<file path="src/utf8_stream_decoder_macros.svh">
// ----------------------------------------------------------------------------
// UTF-8 stream decoder assertion macros
// Assertion wrappers shared by the decoder modules; empty in synthesis.
// ----------------------------------------------------------------------------
`ifndef UTF8_STREAM_DECODER_MACROS_SVH
`define UTF8_STREAM_DECODER_MACROS_SVH

`ifndef SYNTHESIS

// Checked at every clock edge outside of reset.
`define USD_ASSERT(lbl, clk, rst_n, prop, msg) \
    lbl: assert property (@(posedge clk) disable iff (!rst_n) prop) else $error(msg);

// Checked at every clock edge, reset included.
`define USD_ASSERT_ALWAYS(lbl, clk, prop, msg) \
    lbl: assert property (@(posedge clk) prop) else $error(msg);

`else

`define USD_ASSERT(lbl, clk, rst_n, prop, msg)
`define USD_ASSERT_ALWAYS(lbl, clk, prop, msg)

`endif

`endif

</file>
<file path="src/usd_pkg.sv">
// ----------------------------------------------------------------------------
// UTF-8 stream decoder package
// Types and constants shared by the decoder core, result queue and top level.
// ----------------------------------------------------------------------------
package usd_pkg;

    localparam int unsigned BYTE_W   = 8;
    localparam int unsigned CP_W     = 31;
    localparam int unsigned CNT_W    = 16;
    localparam int unsigned REM_W    = 3;

    // Byte counters saturate at this value.
    localparam logic [CNT_W-1:0] CNT_CAP     = 16'd65535;
    localparam logic [CNT_W-1:0] LIMIT_RESET = 16'd65535;

    localparam int unsigned QUEUE_DEPTH = 4;
    localparam int unsigned QPTR_W      = $clog2(QUEUE_DEPTH);
    localparam int unsigned QCNT_W      = $clog2(QUEUE_DEPTH + 1);

    localparam int unsigned TDATA_OUT_W = 72;

    typedef enum logic [2:0] {
        PH_IDLE    = 3'b001,
        PH_COLLECT = 3'b010,
        PH_STOP    = 3'b100
    } t_phase;

    typedef enum logic [1:0] {
        ST_COMPLETE  = 2'd0,
        ST_BAD_LEAD  = 2'd1,
        ST_MALFORMED = 2'd2,
        ST_LIMIT     = 2'd3
    } t_status;

    typedef enum logic {
        KIND_CHAR    = 1'b0,
        KIND_SUMMARY = 1'b1
    } t_kind;

    typedef struct packed {
        t_kind             kind;
        logic [CP_W-1:0]   code_point;
        t_status           status;
        logic [CNT_W-1:0]  bytes_used;
        logic [CNT_W-1:0]  chars_out;
        logic              last_of_run;
    } t_result;

    // Results produced by one byte, in order; count is 0, 1 or 2.
    typedef struct packed {
        logic [1:0] count;
        t_result    first;
        t_result    second;
    } t_push;

endpackage

</file>
<file path="src/usd_core.sv">
// ----------------------------------------------------------------------------
// UTF-8 stream decoder core
// Input register, per-buffer decode state and the single-pass byte decoder.
// ----------------------------------------------------------------------------
`include "utf8_stream_decoder_macros.svh"

module usd_core (
    input  logic                           i_clk,
    input  logic                           i_rst_n,
    input  logic                           s_axis_tvalid,
    output logic                           s_axis_tready,
    input  logic [usd_pkg::BYTE_W-1:0]     i_byte,
    input  logic                           i_last,
    input  logic [usd_pkg::CNT_W-1:0]      i_limit,
    input  logic                           i_room,
    output usd_pkg::t_push                 o_push
);

    logic                          r_in_valid;
    logic [usd_pkg::BYTE_W-1:0]    r_byte;
    logic                          r_last;

    usd_pkg::t_phase               r_phase, n_phase;
    logic [usd_pkg::REM_W-1:0]     r_rem, n_rem;
    logic [usd_pkg::CP_W-1:0]      r_acc, n_acc;
    logic [usd_pkg::CNT_W-1:0]     r_seq, n_seq;
    logic [usd_pkg::CNT_W-1:0]     r_pos, n_pos;
    logic [usd_pkg::CNT_W-1:0]     r_chars, n_chars;
    usd_pkg::t_status              r_status, n_status;

    logic                          w_process;
    logic                          w_emit;
    logic [usd_pkg::CP_W-1:0]      w_cp;
    usd_pkg::t_result              w_char_res;
    usd_pkg::t_result              w_sum_res;

    assign w_process     = r_in_valid && i_room;
    assign s_axis_tready = !r_in_valid || w_process;

    always_ff @(posedge i_clk) begin
        if (!i_rst_n) begin
            r_in_valid <= 1'b0;
        end else if (s_axis_tvalid && s_axis_tready) begin
            r_in_valid <= 1'b1;
        end else if (w_process) begin
            r_in_valid <= 1'b0;
        end
    end

    always_ff @(posedge i_clk) begin
        if (s_axis_tvalid && s_axis_tready) begin
            r_byte <= i_byte;
            r_last <= i_last;
        end
    end

    always_comb begin
        logic [2:0]                 need;
        logic [usd_pkg::CP_W-1:0]   lead_bits;
        logic [usd_pkg::CP_W-1:0]   acc_sh;
        logic [usd_pkg::REM_W-1:0]  rem_dec;
        logic                       stop;
        usd_pkg::t_status           stop_st;

        need      = 3'd0;
        lead_bits = '0;
        acc_sh    = {r_acc[usd_pkg::CP_W-7:0], r_byte[5:0]};
        rem_dec   = r_rem - 3'd1;
        stop      = 1'b0;
        stop_st   = usd_pkg::ST_COMPLETE;

        n_phase  = r_phase;
        n_rem    = r_rem;
        n_acc    = r_acc;
        n_status = r_status;
        n_seq    = r_seq;
        n_chars  = r_chars;
        w_emit   = 1'b0;
        w_cp     = '0;
        n_pos    = (r_pos < usd_pkg::CNT_CAP) ? r_pos + 16'd1 : r_pos;

        if ((r_byte & 8'hE0) == 8'hC0) begin
            need = 3'd1; lead_bits = {26'd0, r_byte[4:0]};
        end else if ((r_byte & 8'hF0) == 8'hE0) begin
            need = 3'd2; lead_bits = {27'd0, r_byte[3:0]};
        end else if ((r_byte & 8'hF8) == 8'hF0) begin
            need = 3'd3; lead_bits = {28'd0, r_byte[2:0]};
        end else if ((r_byte & 8'hFC) == 8'hF8) begin
            need = 3'd4; lead_bits = {29'd0, r_byte[1:0]};
        end else if ((r_byte & 8'hFE) == 8'hFC) begin
            need = 3'd5; lead_bits = {30'd0, r_byte[0]};
        end

        case (r_phase)
            usd_pkg::PH_IDLE: begin
                if (r_chars >= i_limit) begin
                    stop = 1'b1; stop_st = usd_pkg::ST_LIMIT;
                end else if (!r_byte[7]) begin
                    w_emit = 1'b1;
                    w_cp   = {23'd0, r_byte};
                end else if (need == 3'd0) begin
                    stop = 1'b1; stop_st = usd_pkg::ST_BAD_LEAD;
                end else if (r_last) begin
                    stop = 1'b1; stop_st = usd_pkg::ST_MALFORMED;
                end else begin
                    n_phase = usd_pkg::PH_COLLECT;
                    n_rem   = need;
                    n_acc   = lead_bits;
                end
            end
            usd_pkg::PH_COLLECT: begin
                if (r_byte[7:6] != 2'b10) begin
                    stop = 1'b1; stop_st = usd_pkg::ST_MALFORMED;
                end else if (rem_dec == 3'd0) begin
                    w_emit  = 1'b1;
                    w_cp    = acc_sh;
                    n_phase = usd_pkg::PH_IDLE;
                    n_rem   = '0;
                    n_acc   = '0;
                end else if (r_last) begin
                    stop = 1'b1; stop_st = usd_pkg::ST_MALFORMED;
                end else begin
                    n_rem = rem_dec;
                    n_acc = acc_sh;
                end
            end
            default: begin
            end
        endcase

        if (stop) begin
            n_phase  = usd_pkg::PH_STOP;
            n_status = stop_st;
            n_rem    = '0;
            n_acc    = '0;
        end

        if (w_emit) begin
            n_chars = r_chars + 16'd1;
            n_seq   = n_pos;
        end

        w_char_res.kind        = usd_pkg::KIND_CHAR;
        w_char_res.code_point  = w_cp;
        w_char_res.status      = usd_pkg::ST_COMPLETE;
        w_char_res.bytes_used  = '0;
        w_char_res.chars_out   = '0;
        w_char_res.last_of_run = !r_last;

        w_sum_res.kind        = usd_pkg::KIND_SUMMARY;
        w_sum_res.code_point  = '0;
        w_sum_res.status      = (n_phase == usd_pkg::PH_IDLE) ? usd_pkg::ST_COMPLETE
                                                               : n_status;
        w_sum_res.bytes_used  = n_seq;
        w_sum_res.chars_out   = n_chars;
        w_sum_res.last_of_run = 1'b1;

        if (r_last) begin
            n_phase  = usd_pkg::PH_IDLE;
            n_rem    = '0;
            n_acc    = '0;
            n_seq    = '0;
            n_pos    = '0;
            n_chars  = '0;
            n_status = usd_pkg::ST_COMPLETE;
        end
    end

    always_comb begin
        o_push.count  = w_process ? ({1'b0, w_emit} + {1'b0, r_last}) : 2'd0;
        o_push.first  = w_emit ? w_char_res : w_sum_res;
        o_push.second = w_sum_res;
    end

    always_ff @(posedge i_clk) begin
        if (!i_rst_n) begin
            r_phase  <= usd_pkg::PH_IDLE;
            r_rem    <= '0;
            r_acc    <= '0;
            r_seq    <= '0;
            r_pos    <= '0;
            r_chars  <= '0;
            r_status <= usd_pkg::ST_COMPLETE;
        end else if (w_process) begin
            r_phase  <= n_phase;
            r_rem    <= n_rem;
            r_acc    <= n_acc;
            r_seq    <= n_seq;
            r_pos    <= n_pos;
            r_chars  <= n_chars;
            r_status <= n_status;
        end
    end

    `USD_ASSERT(a_collect_has_rem, i_clk, i_rst_n,
        (r_phase == usd_pkg::PH_COLLECT) |-> (r_rem != 3'd0), "Collecting with no bytes due")
    `USD_ASSERT(a_last_clears, i_clk, i_rst_n,
        (w_process && r_last) |=> (r_phase == usd_pkg::PH_IDLE && r_chars == 16'd0
            && r_pos == 16'd0), "Buffer state not cleared after last byte")

endmodule

</file>
<file path="src/usd_out_queue.sv">
// ----------------------------------------------------------------------------
// UTF-8 stream decoder result queue
// Small register queue taking up to two results per cycle, giving one.
// ----------------------------------------------------------------------------
`include "utf8_stream_decoder_macros.svh"

module usd_out_queue (
    input  logic              i_clk,
    input  logic              i_rst_n,
    input  usd_pkg::t_push    i_push,
    output logic              o_room,
    output logic              o_valid,
    input  logic              i_ready,
    output usd_pkg::t_result  o_head
);

    usd_pkg::t_result               r_mem [usd_pkg::QUEUE_DEPTH];
    logic [usd_pkg::QPTR_W-1:0]     r_wr_ptr;
    logic [usd_pkg::QPTR_W-1:0]     r_rd_ptr;
    logic [usd_pkg::QCNT_W-1:0]     r_count;
    logic                           w_pop;
    logic [usd_pkg::QPTR_W-1:0]     w_wr_ptr1;

    assign o_valid   = (r_count != '0);
    assign o_head    = r_mem[r_rd_ptr];
    assign w_pop     = o_valid && i_ready;
    assign o_room    = (r_count <= usd_pkg::QCNT_W'(usd_pkg::QUEUE_DEPTH - 2));
    assign w_wr_ptr1 = r_wr_ptr + usd_pkg::QPTR_W'(1);

    always_ff @(posedge i_clk) begin
        if (i_push.count != 2'd0) begin
            r_mem[r_wr_ptr] <= i_push.first;
        end
        if (i_push.count == 2'd2) begin
            r_mem[w_wr_ptr1] <= i_push.second;
        end
    end

    always_ff @(posedge i_clk) begin
        if (!i_rst_n) begin
            r_wr_ptr <= '0;
            r_rd_ptr <= '0;
            r_count  <= '0;
        end else begin
            r_wr_ptr <= r_wr_ptr + usd_pkg::QPTR_W'(i_push.count);
            r_rd_ptr <= r_rd_ptr + usd_pkg::QPTR_W'(w_pop);
            r_count  <= r_count + usd_pkg::QCNT_W'(i_push.count)
                        - usd_pkg::QCNT_W'(w_pop);
        end
    end

    `USD_ASSERT(a_no_overflow, i_clk, i_rst_n,
        (i_push.count != 2'd0) |-> ((r_count + usd_pkg::QCNT_W'(i_push.count))
            <= usd_pkg::QCNT_W'(usd_pkg::QUEUE_DEPTH)), "Result queue overflow")
    `USD_ASSERT(a_count_step, i_clk, i_rst_n,
        (w_pop && i_push.count == 2'd0) |=> (r_count == $past(r_count) - 1'b1),
        "Queue count not reduced by a pop")

endmodule

</file>
<file path="src/utf8_stream_decoder.sv">
// ----------------------------------------------------------------------------
// UTF-8 stream decoder
// Decodes one-to-six-byte UTF-8 sequences from a byte stream into code points.
// ----------------------------------------------------------------------------
// The decoder takes one byte per clock cycle and keeps that rate as long as
// the output side takes one word per cycle; a byte that completes a code point
// on the last byte of a buffer yields two words (code point, then summary), so
// the sustained rate is set by the output port at one word per cycle, buffered
// by a four-word result queue. A byte waits in the input register until the
// queue has room, and its words then enter the queue. The user must write
// the output limit through the configuration channel only while the block is
// idle, which it does not enforce; a new limit governs the next byte decoded.
`include "utf8_stream_decoder_macros.svh"

module utf8_stream_decoder (
    input  logic                                i_clk,
    input  logic                                i_rst_n,
    input  logic                                s_axis_tvalid,
    output logic                                s_axis_tready,
    input  logic [7:0]                          s_axis_tdata,  // byte_value
    input  logic                                s_axis_tlast,  // last_byte
    output logic                                m_axis_tvalid,
    input  logic                                m_axis_tready,
    // code_point, status, bytes_used, chars_out, zero fill
    output logic [usd_pkg::TDATA_OUT_W-1:0]     m_axis_tdata,
    output logic                                m_axis_tuser,  // result_kind
    output logic                                m_axis_tlast,  // last_of_run
    input  logic                                i_cfg_valid,
    output logic                                o_cfg_ready,
    input  logic [usd_pkg::CNT_W-1:0]           i_cfg_data     // output_limit
);

    logic [usd_pkg::CNT_W-1:0]  r_output_limit;
    logic                       w_room;
    usd_pkg::t_push             w_push;
    usd_pkg::t_result           w_head;

    assign o_cfg_ready = 1'b1;

    always_ff @(posedge i_clk) begin
        if (!i_rst_n) begin
            r_output_limit <= usd_pkg::LIMIT_RESET;
        end else if (i_cfg_valid && o_cfg_ready) begin
            r_output_limit <= i_cfg_data;
        end
    end

    usd_core u_core (
        .i_clk         (i_clk),
        .i_rst_n       (i_rst_n),
        .s_axis_tvalid (s_axis_tvalid),
        .s_axis_tready (s_axis_tready),
        .i_byte        (s_axis_tdata),
        .i_last        (s_axis_tlast),
        .i_limit       (r_output_limit),
        .i_room        (w_room),
        .o_push        (w_push)
    );

    usd_out_queue u_queue (
        .i_clk   (i_clk),
        .i_rst_n (i_rst_n),
        .i_push  (w_push),
        .o_room  (w_room),
        .o_valid (m_axis_tvalid),
        .i_ready (m_axis_tready),
        .o_head  (w_head)
    );

    assign m_axis_tdata = {7'd0, w_head.chars_out, w_head.bytes_used,
                           w_head.status, w_head.code_point};
    assign m_axis_tuser = w_head.kind;
    assign m_axis_tlast = w_head.last_of_run;

endmodule

</file>
<file path="config.mk">
export PLATFORM = sky130hd
export DESIGN_NAME = utf8_stream_decoder
export DESIGN_NICKNAME = d
export VERILOG_FILES = /design/src/usd_pkg.sv /design/src/usd_core.sv /design/src/usd_out_queue.sv /design/src/utf8_stream_decoder.sv
export VERILOG_INCLUDE_DIRS = /design/src /design/src/src
export SDC_FILE = /design/constraint.sdc
export NUM_CORES = 1
export LEC_CHECK = 0
export BUFFER_PORTS_ARGS = -buffer_cell sky130_fd_sc_hd__buf_2
export CORE_UTILIZATION = 40
export DETAILED_ROUTE_END_ITERATION = 8
export PLACE_DENSITY = 0.57
export SYNTH_ARGS = -nofsm -noshare
export SYNTH_HDL_FRONTEND = slang
export SYNTH_HIERARCHICAL = 1
export SYNTH_SLANG_ARGS = --single-unit
</file>
<file path="constraint.sdc">
create_clock -name i_clk -period 10.92 [get_ports i_clk]
set_input_delay 0.546 -clock i_clk [delete_from_list [all_inputs] [get_ports i_clk]]
set_output_delay 0.546 -clock i_clk [all_outputs]
set_load 0.01 [all_outputs]
</file>
Word level (Yosys, flattened, before mapping). Memories as Yosys holds them, arrays and structs flattened. A register that Yosys moved wholly into a read port is not among the register bits. Cells that the tools add are included.

Register bits after elaboration: 114. RAM bits: 268. Memories kept: 1.

Memory list: u_queue.r_mem (depth 4, bits a word 67, rd ports 1, clocked after memory_dff 1, wr ports 2, RTL line usd_out_queue.sv:17) `usd_pkg::t_result r_mem [usd_pkg::QUEUE_DEPTH];`.

Add/sub/neg operators: 9. Magnitude comparators: 3. Eq/ne operators: 14. Mux-type cells: 77. Reduce and logical (&&, ||, !) cells: 13.

Operator list (count): 25-bit 2-to-1 mux (10); 16-bit 2-to-1 mux (6); 31-bit 2-to-1 mux (3); 67-bit 2-to-1 mux (1); 31-bit one-hot mux with 2 select lines (1); 3-bit 2-to-1 mux (20); 25-bit one-hot mux with 2 select lines (1); 16-bit by 1-bit adder with 16-bit output (second input constant) (2); 2-bit 2-to-1 mux (12); 1-bit 2-to-1 mux (17); 16-bit >= comparator (1); 16-bit less-than comparator (second input constant) (1); 4-bit by 3-bit inequality test with 1-bit output (second input constant) (3); 3-bit one-hot mux with 2 select lines (2); 7-bit == test (second input constant) (1); 7-bit 2-to-1 mux (1); 3-bit by 1-bit == test with 1-bit output (second input constant) (2); 6-bit == test (second input constant) (1); 3-bit logical NOT (2); 6-bit AND reduction (1); 5-bit == test (second input constant) (1); 4-bit == test (second input constant) (1); 4-bit by 1-bit inequality test with 1-bit output (second input constant) (1); 1-bit one-hot mux with 2 select lines (2); other kinds (19) (23).

Longest topological paths before layout. Gate-level depths: netlist of the first run.

Word-level depth: 15. Mapped depth: 19. Mapped depth without buffers: 16.

By module. The synthesis of the first run kept the hierarchy.

Modules (own cells, without submodules): usd_out_queue (instances 1, cells an instance 694, area each 13350.3 sq um, sequential area each 8187.9 sq um); usd_core (instances 1, cells an instance 724, area each 5735.5 sq um, sequential area each 1911.8 sq um); utf8_stream_decoder (instances 1, cells an instance 62, area each 648.1 sq um, sequential area each 320.3 sq um).

Worst setup path before layout of the first run. Ideal clock, no wire load.

Kind: register to register. Start point: reg u_core/r_chars[0] (netlist bit). End point: mem u_queue/r_mem[0][0] (netlist bit) (enable). Library setup time: 0.591 ns. Arrival time: 7.825 ns. Required time: 10.329 ns. Setup slack: 2.504 ns. Cell stages (with the launch flop): 15. Path buffers: 2. Cells stage by stage: dfxtp_1 -> inv_1 -> ha_1 -> nand2b_1 -> a2111oi_2 -> o311ai_1 -> a211oi_4 -> nor2_2 -> inv_2 -> buf_4 -> buf_2 -> ha_1 -> and3_1 -> nor2_1 -> o31ai_1.

RTL lines: from (decl) (RTL line usd_core.sv:28) `logic [usd_pkg::CNT_W-1:0] r_chars, n_chars;`; from (signal assigned) (RTL line usd_core.sv:190) `r_chars <= n_chars;`; to (decl) (RTL line usd_out_queue.sv:17).

==> results.sh, run 1 <==
export IMPL_drc_errors=0
export IMPL_required_ns=11.11
export IMPL_fin_crit_ns=6.39
export IMPL_synth_edff_count=277
export IMPL_dp_hpwl_mm=28.2
export IMPL_clock_path_buffers=3
export IMPL_post_cts_setup_buffer_count=0
export IMPL_synthFlopType="edfxtp_1"
export IMPL_htreeDepth=2
export IMPL_fin_nets=1601
export IMPL_cts_root_buf="clkbuf_16"
export IMPL_drt_pre_antenna_iters=5
export IMPL_start_kind="flip-flop"
export IMPL_placementRows=81
export IMPL_cpLargestDelayFamily="buffers and inverters"
export IMPL_path_cells="inv_1, ha_1, nand2b_1, a2111oi_2, o311ai_1, a211oi_4, nor2_4, buf_4, inv_2, ha_1, inv_1, nor2_1, mux2i_1, nor2b_4, buf_4"
export IMPL_finalPower_mw=3.79
export IMPL_cp_arrival_ns=6.57
export IMPL_die_y_um=224
export IMPL_yosysSeqAreaShare_pct=52.8
export IMPL_gr_usage_all_layers_pct=19.1
export IMPL_maxSlewViolCount=0
export IMPL_syn_area_sq_um=19700
export IMPL_whs_path_depth=1
export IMPL_grt_overflow_total=0
export IMPL_worstSetupPathType="reg -> reg"
export IMPL_mostFrequentLayoutCell="edfxtp_1"
export IMPL_drtAntennaViolNets=0
export IMPL_rr_worst_depth=15
export IMPL_worst_hold_path_endpoint="u_core/r_byte[6]$_DFFE_PP_"
export IMPL_maxCapViolations=0
export IMPL_peakVddDrop_v=0.000102
export IMPL_finalHoldViolations=0
export IMPL_totalWireLength_mm=47.3
export IMPL_grt_max_degree=71
export IMPL_critical_path_max_stage_delay_ns=0.95
export IMPL_regToRegStartpoint="u_core/r_chars[0]$_SDFFE_PN0P_"
export IMPL_rrSetupSlack_ns=4.53
export IMPL_synth_seq_cells=382
export IMPL_insertion_delay_ns=0.57
export IMPL_cts_tree="yes"
export IMPL_gp_congestion=0.812
export IMPL_min_path_type="in -> reg"
export IMPL_setup_viol=0
export IMPL_die_area_sq_um=50200
export IMPL_outcome="finished clean"
export IMPL_drive_above_1_share_pct=28.7
export IMPL_grt_antenna_before_repair=0
export IMPL_area_growth_synth_to_final_pct=11.3
export IMPL_drt_initial_drc_count=815
export IMPL_timing_rr_end="u_queue/r_mem[3][11]$_DFFE_PP_"
export IMPL_core_area_sq_um=48800
export IMPL_postCtsResizedCells=0
export IMPL_nFillCells=4516
export IMPL_end_kind="flip-flop"
export IMPL_start_util_pct=40.4
export IMPL_syn_area_per_cell_sq_um=13.3
export IMPL_async_flop_share_pct=0
export IMPL_p_per_area_nw_per_um2=172
export IMPL_dieWidth_um=224
export IMPL_crit_slowest_cell="nor2b_4"
export IMPL_cts_sinks=382
export IMPL_ioPinCount=107
export IMPL_port_buffers=98
export IMPL_cts_buffers=43
export IMPL_syn_inst=1480
export IMPL_register_area_sq_um=10400
export IMPL_vias=12015
export IMPL_power_leakage_nw=8.30
export IMPL_synth_cell_types=76
export IMPL_clock_fmax_mhz=157
export IMPL_setup_tns_ns=0
export IMPL_yosysWarnings=6
export IMPL_worstHoldStart="s_axis_tdata[6]"
export IMPL_tightest_slew_ns=1.16
export IMPL_critPathBufInv=5
export IMPL_cts_hold_fix_buffers=0
export IMPL_crit_path_max_fanout=55
export IMPL_final_cell_mix="277 x edfxtp_1, 184 x mux2_2, 103 x dfxtp_1, 98 x buf_2, 88 x nand2_1"
export IMPL_routedWlPerCell_um=21.1
export IMPL_multiInputGateArea_sq_um=8570
export IMPL_grt_first_pass_wirelength_mm=73.6
export IMPL_slew_headroom_pct=22.8
export IMPL_viasPerCell=5.35
export IMPL_rsz0062_at_grt="false"
export IMPL_grt_pass1_vias=12300
export IMPL_path_clk_slew_ns=0.06
export IMPL_fin_crit_sh_pct=58.5
export IMPL_clock_skew_ns=0.0204
kinds of logic after synthesis:
logic type,count (synthesis),share of synthesized area [%]
AOI/OAI and AO/OA,189,6.32
xor gates and xnor gates,26,1.29
adders and majority gates,26,1.69
buffers and inverters,167,4.88
DFF,382,52.8
muxes,357,24.1
other,4,0.0761
and+or+nand+nor,329,8.88
power by group:
group          internal [mW]  switching (mW)  total [mW]
sequential              1.63          0.0742        1.71
clock                  0.823           0.592        1.42
combinational          0.299           0.367       0.666
total                   2.76            1.03        3.79
final cells by class:
class                      count  area share, %
antenna                        1         0.0114
clock buffer                  59           5.50
clock inverter                21          0.746
inverter                      31          0.530
multi-input combinational    968           39.0
sequential                   382           47.5
tap                          664           3.78
timing repair buffer         119           2.95
flip-flops by register name, summed over array words and instances (netlist names):
name	flops
u_queue/r_mem	268
u_core/r_acc	25
r_output_limit	16
u_core/r_chars	16
u_core/r_pos	16
u_core/r_seq	16
u_core/r_byte	8
u_core/r_phase	3
u_core/r_rem	3
u_queue/r_count	3
u_core/r_status	2
u_queue/r_rd_ptr	2
u_queue/r_wr_ptr	2
u_core/r_in_valid	1
u_core/r_last	1
synthesized netlist by cell type (5+ instances only):
master	instances	area (sq um)
nand4_1	13	81.3
nand2_1	88	330
buf_6	11	124
o21ai_0	63	315
a21o_1	5	37.5
inv_1	30	113
nor3_1	7	35.0
and3_1	20	125
clkbuf_1	43	161
mux4_2	67	1510
o31ai_1	5	37.5
xnor2_1	12	105
nand3_1	34	170
buf_4	51	383
dfxtp_1	105	2100
and2_1	77	482
ha_1	25	313
mux2_2	184	2070
a31oi_1	9	56.3
a22oi_1	7	52.6
mux2_1	85	957
xor2_1	12	105
a21oi_1	33	165
nor2_1	42	158
o2bb2ai_1	21	184
buf_2	28	140
nand2b_1	10	62.6
nor2b_1	13	81.3
mux2i_1	21	210
edfxtp_1	277	8320
through the flow:
step / cell area, sq um / hold slack (ns) / setup slack (ns) / utilization (%) / std cells
2_1_floorplan: 19900 / 0.424 / 2.50 / - / 1517
3_3_place_gp: 20600 / 0.438 / 4.62 / 42.2 / 2164
3_5_place_dp: 20600 / 0.442 / 4.47 / 42.2 / 2164
4_1_cts: 22000 / 0.132 / 4.43 / 45.0 / 2244
5_1_grt: 22000 / 0.137 / 4.02 / 45.0 / 2244
6_report: 22000 / 0.157 / 4.53 / 45.0 / 2245
layer usage:
metal	part of all wire (%)	vias to the layer above	global-route usage (%)
met5	0	-	0
met4	1.8	0	5.02
met3	3.8	60	2.62
met2	49	226	32.3
met1	46	6053	25.6
li1	-	5676	-
worst max path at each step:
stage | from | slack (ns) | to | depth (start not counted)
6_report | u_core/r_chars[0]$_SDFFE_PN0P_ | 4.53 | u_queue/r_mem[3][11]$_DFFE_PP_ | 15
3_3_place_gp | u_core/r_chars[0]$_SDFFE_PN0P_ | 4.62 | u_queue/r_mem[3][11]$_DFFE_PP_ | 15
3_5_place_dp | u_core/r_chars[0]$_SDFFE_PN0P_ | 4.47 | u_queue/r_mem[3][12]$_DFFE_PP_ | 15
4_1_cts | u_core/r_chars[0]$_SDFFE_PN0P_ | 4.43 | u_queue/r_mem[3][11]$_DFFE_PP_ | 15
5_1_grt | u_core/r_chars[0]$_SDFFE_PN0P_ | 4.02 | u_queue/r_mem[3][13]$_DFFE_PP_ | 15
2_1_floorplan | u_core/r_chars[0]$_SDFFE_PN0P_ | 2.50 | u_queue/r_mem[0][0]$_DFFE_PP_ | 14
No activity file was read; power rests on OpenSTA's default activity.
==> run 2, diff against run 1 <==
--- a/config.mk
+++ b/config.mk
@@ -6,6 +6,7 @@
 export SDC_FILE = /design/constraint.sdc
 export NUM_CORES = 1
 export LEC_CHECK = 0
+export ABC_AREA = 1
 export BUFFER_PORTS_ARGS = -buffer_cell sky130_fd_sc_hd__buf_2
 export CORE_UTILIZATION = 40
 export DETAILED_ROUTE_END_ITERATION = 8
==> constraint.sdc (replaced) <==
create_clock -name i_clk -period 5.9 [get_ports i_clk]
set_input_delay 0.295 -clock i_clk [delete_from_list [all_inputs] [get_ports i_clk]]
set_output_delay 0.295 -clock i_clk [all_outputs]
set_load 0.01 [all_outputs]
==> run 2 against run 1 <==
Against the previous run:
- critical path depth is 3 higher
- maximum frequency is 40% higher
- critical endpoint is now u_queue/r_mem[1][23]$_DFFE_PP_
- utilization is 0.26 points higher
- via count is 38% higher
- worst hold slack worse by 0.12 ns
- first-iteration DRC count is 47% higher
- combinational power grew to 2.9 times the previous value
==> results.sh, run 2 <==
export IMPL_fin_nets=2546
export IMPL_syn_inst=2452
export IMPL_core_area_sq_um=50200
export IMPL_nFillCells=4884
export IMPL_largest_register="u_queue/r_mem"
export IMPL_yosysSeqAreaShare_pct=51.1
export IMPL_clock_skew_ns=0.0172
export IMPL_synth_most_common_cell="nand2_1"
export IMPL_p_per_area_nw_per_um2=351
export IMPL_finalPower_mw=7.96
export IMPL_mostFrequentLayoutCell="nand2_1"
export IMPL_cp_arrival_ns=4.80
export IMPL_ioPinCount=107
export IMPL_grt_antenna_before_repair=0
export IMPL_drc_errors=0
export IMPL_die_y_um=228
export IMPL_place_area_sq_um=21000
export IMPL_post_place_ws_ns=1.37
export IMPL_ys_top_cells_by_area="edfxtp_1 41%, dfxtp_1 10%, nand2_1 9.3%, o21ai_0 6.5%, nor2_1 5.0%"
export IMPL_final_cell_mix="499 x nand2_1, 277 x edfxtp_1, 268 x nor2_1, 266 x o21ai_0, 232 x inv_1"
export IMPL_grt_pass1_vias=15875
export IMPL_power_leakage_nw=8.47
export IMPL_vias=16616
export IMPL_dieWidth_um=228
export IMPL_grt_first_pass_wirelength_mm=87.5
export IMPL_fin_crit_ns=4.56
export IMPL_grt_max_degree=76
export IMPL_grt_overflow_total=0
export IMPL_syn_area_per_cell_sq_um=8.31
export IMPL_routedWlPerCell_um=17.3
export IMPL_synth_seq_cells=382
export IMPL_maxSlewViolCount=0
export IMPL_synth_cell_types=47
export IMPL_synth_simple_area_share_pct=20.4
export IMPL_drive_above_1_share_pct=10.1
export IMPL_drt_pre_antenna_iters=6
export IMPL_n_antenna_cell=0
export IMPL_yosysWarnings=6
export IMPL_whs_path_depth=3
export IMPL_worstHoldStart="s_axis_tvalid"
export IMPL_dp_hpwl_mm=32.9
export IMPL_synthXorXnorAreaFrac_pct=0.988
export IMPL_rrSetupSlack_ns=1.34
export IMPL_worst_slack_ns=1.34
export IMPL_synthFlopType="edfxtp_1"
export IMPL_placedCellCount=3092
export IMPL_timing_rr_end="u_queue/r_mem[1][23]$_DFFE_PP_"
export IMPL_area_growth_synth_to_final_pct=11.3
export IMPL_port_buffers=98
export IMPL_viasPerCell=5.20
export IMPL_syn_area_sq_um=20400
export IMPL_crit_path_max_fanout=66
export IMPL_rr_worst_depth=18
export IMPL_fin_crit_sh_pct=77.3
export IMPL_synth_top_family_by_area="simple AND/OR/NAND/NOR gates"
export IMPL_die_area_sq_um=51900
export IMPL_start_util_pct=40.6
export IMPL_worst_hold_path_endpoint="u_core/r_in_valid$_SDFFE_PN0P_"
export IMPL_synth_edff_count=277
export IMPL_finalHoldViolations=0
export IMPL_synth_area_leader_cell="edfxtp_1"
export IMPL_stdcell_area_sq_um=22700
export IMPL_cts_buffers=43
export IMPL_async_flop_share_pct=0
export IMPL_drtAntennaViolNets=0
export IMPL_synth_compound_area_share_pct=15.8
export IMPL_hold_ws_ns=0.0375
export IMPL_start_kind="flip-flop"
export IMPL_clock_fmax_mhz=219
export IMPL_placementRows=82
export IMPL_drt_initial_drc_count=1198
export IMPL_required_ns=6.14
export IMPL_path_clk_slew_ns=0.06
export IMPL_maxCapViolations=0
export IMPL_synthAdderAreaFrac_pct=1.63
export IMPL_cts_tree="yes"
export IMPL_final_util_pct=45.2
export IMPL_tightest_slew_ns=1.17
export IMPL_rsz0062_at_grt="false"
export IMPL_end_kind="flip-flop"
export IMPL_clock_path_buffers=3
export IMPL_min_path_type="in -> reg"
export IMPL_gp_congestion=0.850
export IMPL_netlist_top_cells_count="503 x nand2_1, 277 x edfxtp_1, 269 x nor2_1"
export IMPL_largest_reg_flops=268
export IMPL_setup_tns_ns=0
export IMPL_slew_headroom_pct=22.0
export IMPL_peakVddDrop_v=0.000181
export IMPL_htreeDepth=2
export IMPL_regToRegStartpoint="u_core/r_chars[14]$_SDFFE_PN0P_"
export IMPL_multiInputGateArea_sq_um=8120
export IMPL_cts_root_buf="clkbuf_16"
export IMPL_synthDominantCellAreaShare_pct=40.8
export IMPL_outcome="finished clean"
export IMPL_register_area_sq_um=10400
export IMPL_worstSetupPathType="reg -> reg"
export IMPL_gr_usage_all_layers_pct=21.2
export IMPL_reg_top3="u_queue/r_mem: 268 flops, u_core/r_acc: 25 flops"
export IMPL_setup_viol=0
export IMPL_cts_sinks=382
export IMPL_synth_mux_area_share_pct=0
export IMPL_totalWireLength_mm=55.3
export IMPL_instances_no_fill=3196
export IMPL_insertion_delay_ns=0.57
[run 2: cell count changes after synthesis, moves of 64 or more]
cell / delta
nand2_1: +415
nor2_1: +227
inv_1: +204
o21ai_0: +203
mux2_2: -184
o21ai_1: +177
mux2_1: -85
mux4_2: -67
o22ai_1: +67
and2_1: -64
[run 2: critical path, cell delays in order (launching register included)]
cell and delay [ns]:
dfxtp_1 0.47, ha_1 0.29, nand2_1 0.08, inv_1 0.05, nand3_1 0.11, a21oi_1 0.08
nor2_4 0.12, nand3_2 0.20, nor2_2 0.18, nand2_4 0.31, nand2_4 0.15, ha_1 0.14
inv_1 0.08, nor2_1 0.24, inv_2 0.11, nor2_8 0.17, nand2_4 0.42, nand2_4 0.65
buf_12 0.33
[run 2: logic make-up after synthesis]
group	count (synthesis)
AND/OR/NAND/NOR	970
AO/OA/AOI/OAI	614
buffers and inverters	433
adder cells (fa/ha/maj)	26
other	4
XOR/XNOR	23
flip-flops	382
[run 2: repair_timing]
action	in CTS	in global routing
hold buffers	25	0
endpoints found under the setup margin	0	0
gates resized for setup	0	0
setup buffers	0	0
endpoints found under the hold margin	25	0
[run 2: worst max-delay path by stage]
stage / start / end / cells past startpoint
2_1_floorplan: r_output_limit[15]$_SDFFE_PN1P_ / u_queue/r_mem[0][0]$_DFFE_PP_ / 20
3_3_place_gp: r_output_limit[5]$_SDFFE_PN1P_ / u_queue/r_mem[1][16]$_DFFE_PP_ / 19
3_5_place_dp: u_core/r_chars[14]$_SDFFE_PN0P_ / u_queue/r_mem[1][8]$_DFFE_PP_ / 18
4_1_cts: u_core/r_chars[14]$_SDFFE_PN0P_ / u_queue/r_mem[1][8]$_DFFE_PP_ / 18
5_1_grt: r_output_limit[15]$_SDFFE_PN1P_ / u_queue/r_mem[1][7]$_DFFE_PP_ / 18
6_report: u_core/r_chars[14]$_SDFFE_PN0P_ / u_queue/r_mem[1][23]$_DFFE_PP_ / 18
[run 2: layout make-up]
cell class	count	area share, %
Tap cell	672	3.71
Inverter	244	4.07
Clock buffer	63	5.47
Clock inverter	16	0.866
Multi-Input combinational cell	1674	35.8
Timing Repair Buffer	145	4.16
Sequential cell	382	45.9
[run 2: report_power, final]
group / internal [mW] / total, mW / switching, mW / leakage (nW)
Combinational: 0.590 / 1.96 / 1.37 / 4.35
Clock: 1.67 / 2.76 / 1.09 / 0.704
Sequential: 3.11 / 3.24 / 0.134 / 3.42
[run 2: per-layer routing]
layer	GRT usage, %	share of wire (%)
met1	28.0	45
met2	36.5	48
met3	2.90	5.3
met4	4.90	1.6
met5	0	0
==> run 3, diff against run 2 <==
--- a/config.mk
+++ b/config.mk
@@ -6,7 +6,7 @@
 export SDC_FILE = /design/constraint.sdc
 export NUM_CORES = 1
 export LEC_CHECK = 0
-export ABC_AREA = 1
+export ABC_AREA = 0
 export BUFFER_PORTS_ARGS = -buffer_cell sky130_fd_sc_hd__buf_2
 export CORE_UTILIZATION = 40
 export DETAILED_ROUTE_END_ITERATION = 8
==> constraint.sdc (replaced) <==
create_clock -name i_clk -period 4.6 [get_ports i_clk]
set_input_delay 0.23 -clock i_clk [delete_from_list [all_inputs] [get_ports i_clk]]
set_output_delay 0.23 -clock i_clk [all_outputs]
set_load 0.01 [all_outputs]
==> run 3 against run 2 <==
Against the previous run:
- sequential share of layout area rose by 0.088 points
- power rose by 19%
- non-clock buffer count rose by 11
- routed wire length fell by 13%
- maximum frequency rose by 11%
- utilization rose by 1.2 points
- via count fell by 27%
- critical endpoint is now u_queue/r_mem[2][57]$_DFFE_PP_
- clock power rose by 36%
- clock-buffer cell count did not move
- clock skew barely moved
- register-to-register slack got worse by 0.83 ns
==> results.sh, run 3 (synthesis results as in run 1) <==
export IMPL_combPwrFrac_pct=17.4
export IMPL_core_area_sq_um=48800
export IMPL_hold_ws_ns=0.166
export IMPL_cts_sinks=382
export IMPL_nFillCells=4418
export IMPL_post_place_ws_ns=0.540
export IMPL_die_y_um=224
export IMPL_clock_skew_ns=0.0170
export IMPL_gr_usage_all_layers_pct=19.3
export IMPL_fin_nets=1639
export IMPL_cts_buffers=44
export IMPL_required_ns=4.91
export IMPL_dieWidth_um=224
export IMPL_insertion_delay_ns=0.57
export IMPL_rsz0062_at_grt="false"
export IMPL_finalPower_mw=9.44
export IMPL_dp_hpwl_mm=28.4
export IMPL_min_path_type="in -> reg"
export IMPL_setup_viol=0
export IMPL_grt_first_pass_wirelength_mm=73.9
export IMPL_mostFrequentLayoutCell="edfxtp_1"
export IMPL_vias=12181
export IMPL_gp_congestion=0.793
export IMPL_post_cts_setup_buffer_count=0
export IMPL_p_per_area_nw_per_um2=417
export IMPL_crit_path_max_fanout=31
export IMPL_multiInputGateArea_sq_um=8620
export IMPL_ioPinCount=107
export IMPL_grt_max_degree=55
export IMPL_grt_overflow_total=0
export IMPL_final_cell_mix="277 x edfxtp_1, 184 x mux2_2, 102 x dfxtp_1, 98 x buf_2, 88 x nand2_1"
export IMPL_totalWireLength_mm=48.0
export IMPL_cp_arrival_ns=4.40
export IMPL_clock_path_buffers=3
export IMPL_cts_tree="yes"
export IMPL_seqPwrFrac_pct=43.0
export IMPL_register_area_sq_um=10400
export IMPL_end_kind="flip-flop"
export IMPL_fin_crit_sh_pct=88.9
export IMPL_worst_slack_ns=0.510
export IMPL_switching_share_pct=26.5
export IMPL_place_area_sq_um=20800
export IMPL_setup_tns_ns=0
export IMPL_largest_reg_flops=268
export IMPL_largest_register="u_queue/r_mem"
export IMPL_n_antenna_cell=0
export IMPL_start_kind="flip-flop"
export IMPL_placementRows=81
export IMPL_drt_pre_antenna_iters=5
export IMPL_clock_fmax_mhz=244
export IMPL_intPower_mw=6.94
export IMPL_grt_antenna_before_repair=0
export IMPL_finalHoldViolations=0
export IMPL_grt_pass1_vias=12556
export IMPL_area_growth_synth_to_final_pct=14.8
export IMPL_fin_crit_ns=4.09
export IMPL_worstSetupPathType="reg -> reg"
export IMPL_cts_root_buf="clkbuf_16"
export IMPL_routedWlPerCell_um=21.0
export IMPL_path_clk_slew_ns=0.06
export IMPL_slew_headroom_pct=37.1
export IMPL_htreeDepth=2
export IMPL_port_buffers=98
export IMPL_p_switching_mw=2.50
export IMPL_reg_top3="u_queue/r_mem: 268 flops, u_core/r_acc: 25 flops"
export IMPL_drive_above_1_share_pct=29.7
export IMPL_maxSlewViolCount=0
export IMPL_p_clk_share_pct=39.6
export IMPL_power_leakage_nw=8.59
export IMPL_die_area_sq_um=50200
export IMPL_whs_path_depth=3
export IMPL_drc_errors=0
export IMPL_stdcell_area_sq_um=22700
export IMPL_maxCapViolations=0
export IMPL_peakVddDrop_v=0.000267
export IMPL_drtAntennaViolNets=0
export IMPL_rr_worst_depth=13
export IMPL_viasPerCell=5.34
export IMPL_final_util_pct=46.4
export IMPL_instances_no_fill=2281
export IMPL_placedCellCount=2174
export IMPL_tightest_slew_ns=0.943
export IMPL_start_util_pct=40.4
export IMPL_drt_initial_drc_count=809
export IMPL_outcome="finished clean"
run 3: cell types whose count changed in the layout (fill, tap and decap cells not counted), moves of 21 or more:
| cell | previous run | this run |
|---|---|---|
| a21oi_1 | 81 | 33 |
| inv_1 | 232 | 29 |
| o2bb2ai_1 | 0 | 21 |
| nor2_1 | 268 | 40 |
| o21ai_0 | 266 | 63 |
| mux2_2 | 0 | 184 |
| mux4_2 | 0 | 67 |
| mux2i_1 | 0 | 21 |
| o22ai_1 | 68 | 0 |
| nand2_1 | 499 | 88 |
| and2_1 | 13 | 77 |
| mux2_1 | 0 | 85 |
| nand3_1 | 97 | 34 |
| o21ai_1 | 179 | 1 |
run 3: per-layer routing:
metal | GRT usage [%] | part of all wire, % | vias to the layer above
met5 | 0 | 0 | -
met4 | 5.57 | 1.9 | 0
met3 | 2.70 | 4.0 | 57
met2 | 33.0 | 49 | 254
met1 | 25.4 | 45 | 6120
li1 | - | - | 5750
run 3: repair_timing:
item                                   CTS  global route
setup endpoints to repair                0             0
resized for setup                        0             0
endpoints found under the hold margin   27             0
hold buffers                            27             0
run 3: final timing paths:
| kind | start | end | slack (ns) |
|---|---|---|---|
| max | u_core/r_chars[13]$_SDFFE_PN0P_ | u_queue/r_mem[2][57]$_DFFE_PP_ | 0.51 |
| min | i_cfg_valid | r_output_limit[1]$_SDFFE_PN1P_ | 0.17 |
| max reg2reg | u_core/r_chars[13]$_SDFFE_PN0P_ | u_queue/r_mem[2][57]$_DFFE_PP_ | 0.51 |
| min reg2reg | u_core/r_seq[14]$_SDFFE_PN0P_ | u_core/r_seq[14]$_SDFFE_PN0P_ | 0.46 |
run 3: area by class of cell:
cell class	count	area share [%]
Sequential cell	382	46.0
Multi-Input combinational cell	968	38.1
Clock buffer	63	5.91
Timing Repair Buffer	156	4.88
Tap cell	664	3.67
Clock inverter	17	0.944
Inverter	31	0.514
run 3: power groups by stage:
stage	sequential, mW	combinational [mW]	clock (mW)
after floorplan	3.99	1.20	0
after global placement	4.14	1.65	0
after detailed placement	4.15	1.66	0
after CTS	4.07	1.68	3.82
after global routing	4.09	1.78	3.96
final	4.06	1.64	3.74
run 3: critical path, stage by stage (launching register included):
cell and delay (ns):
dfxtp_1 0.47, ha_1 0.31, a211oi_1 0.23, o21ai_0 0.11, o2111a_1 0.22, a211oi_4 0.31, nor2_4 0.07, inv_2 0.08
ha_4 0.12, inv_2 0.05, nor2_1 0.44, nor4bb_4 0.47, buf_4 0.53, mux2_2 0.39
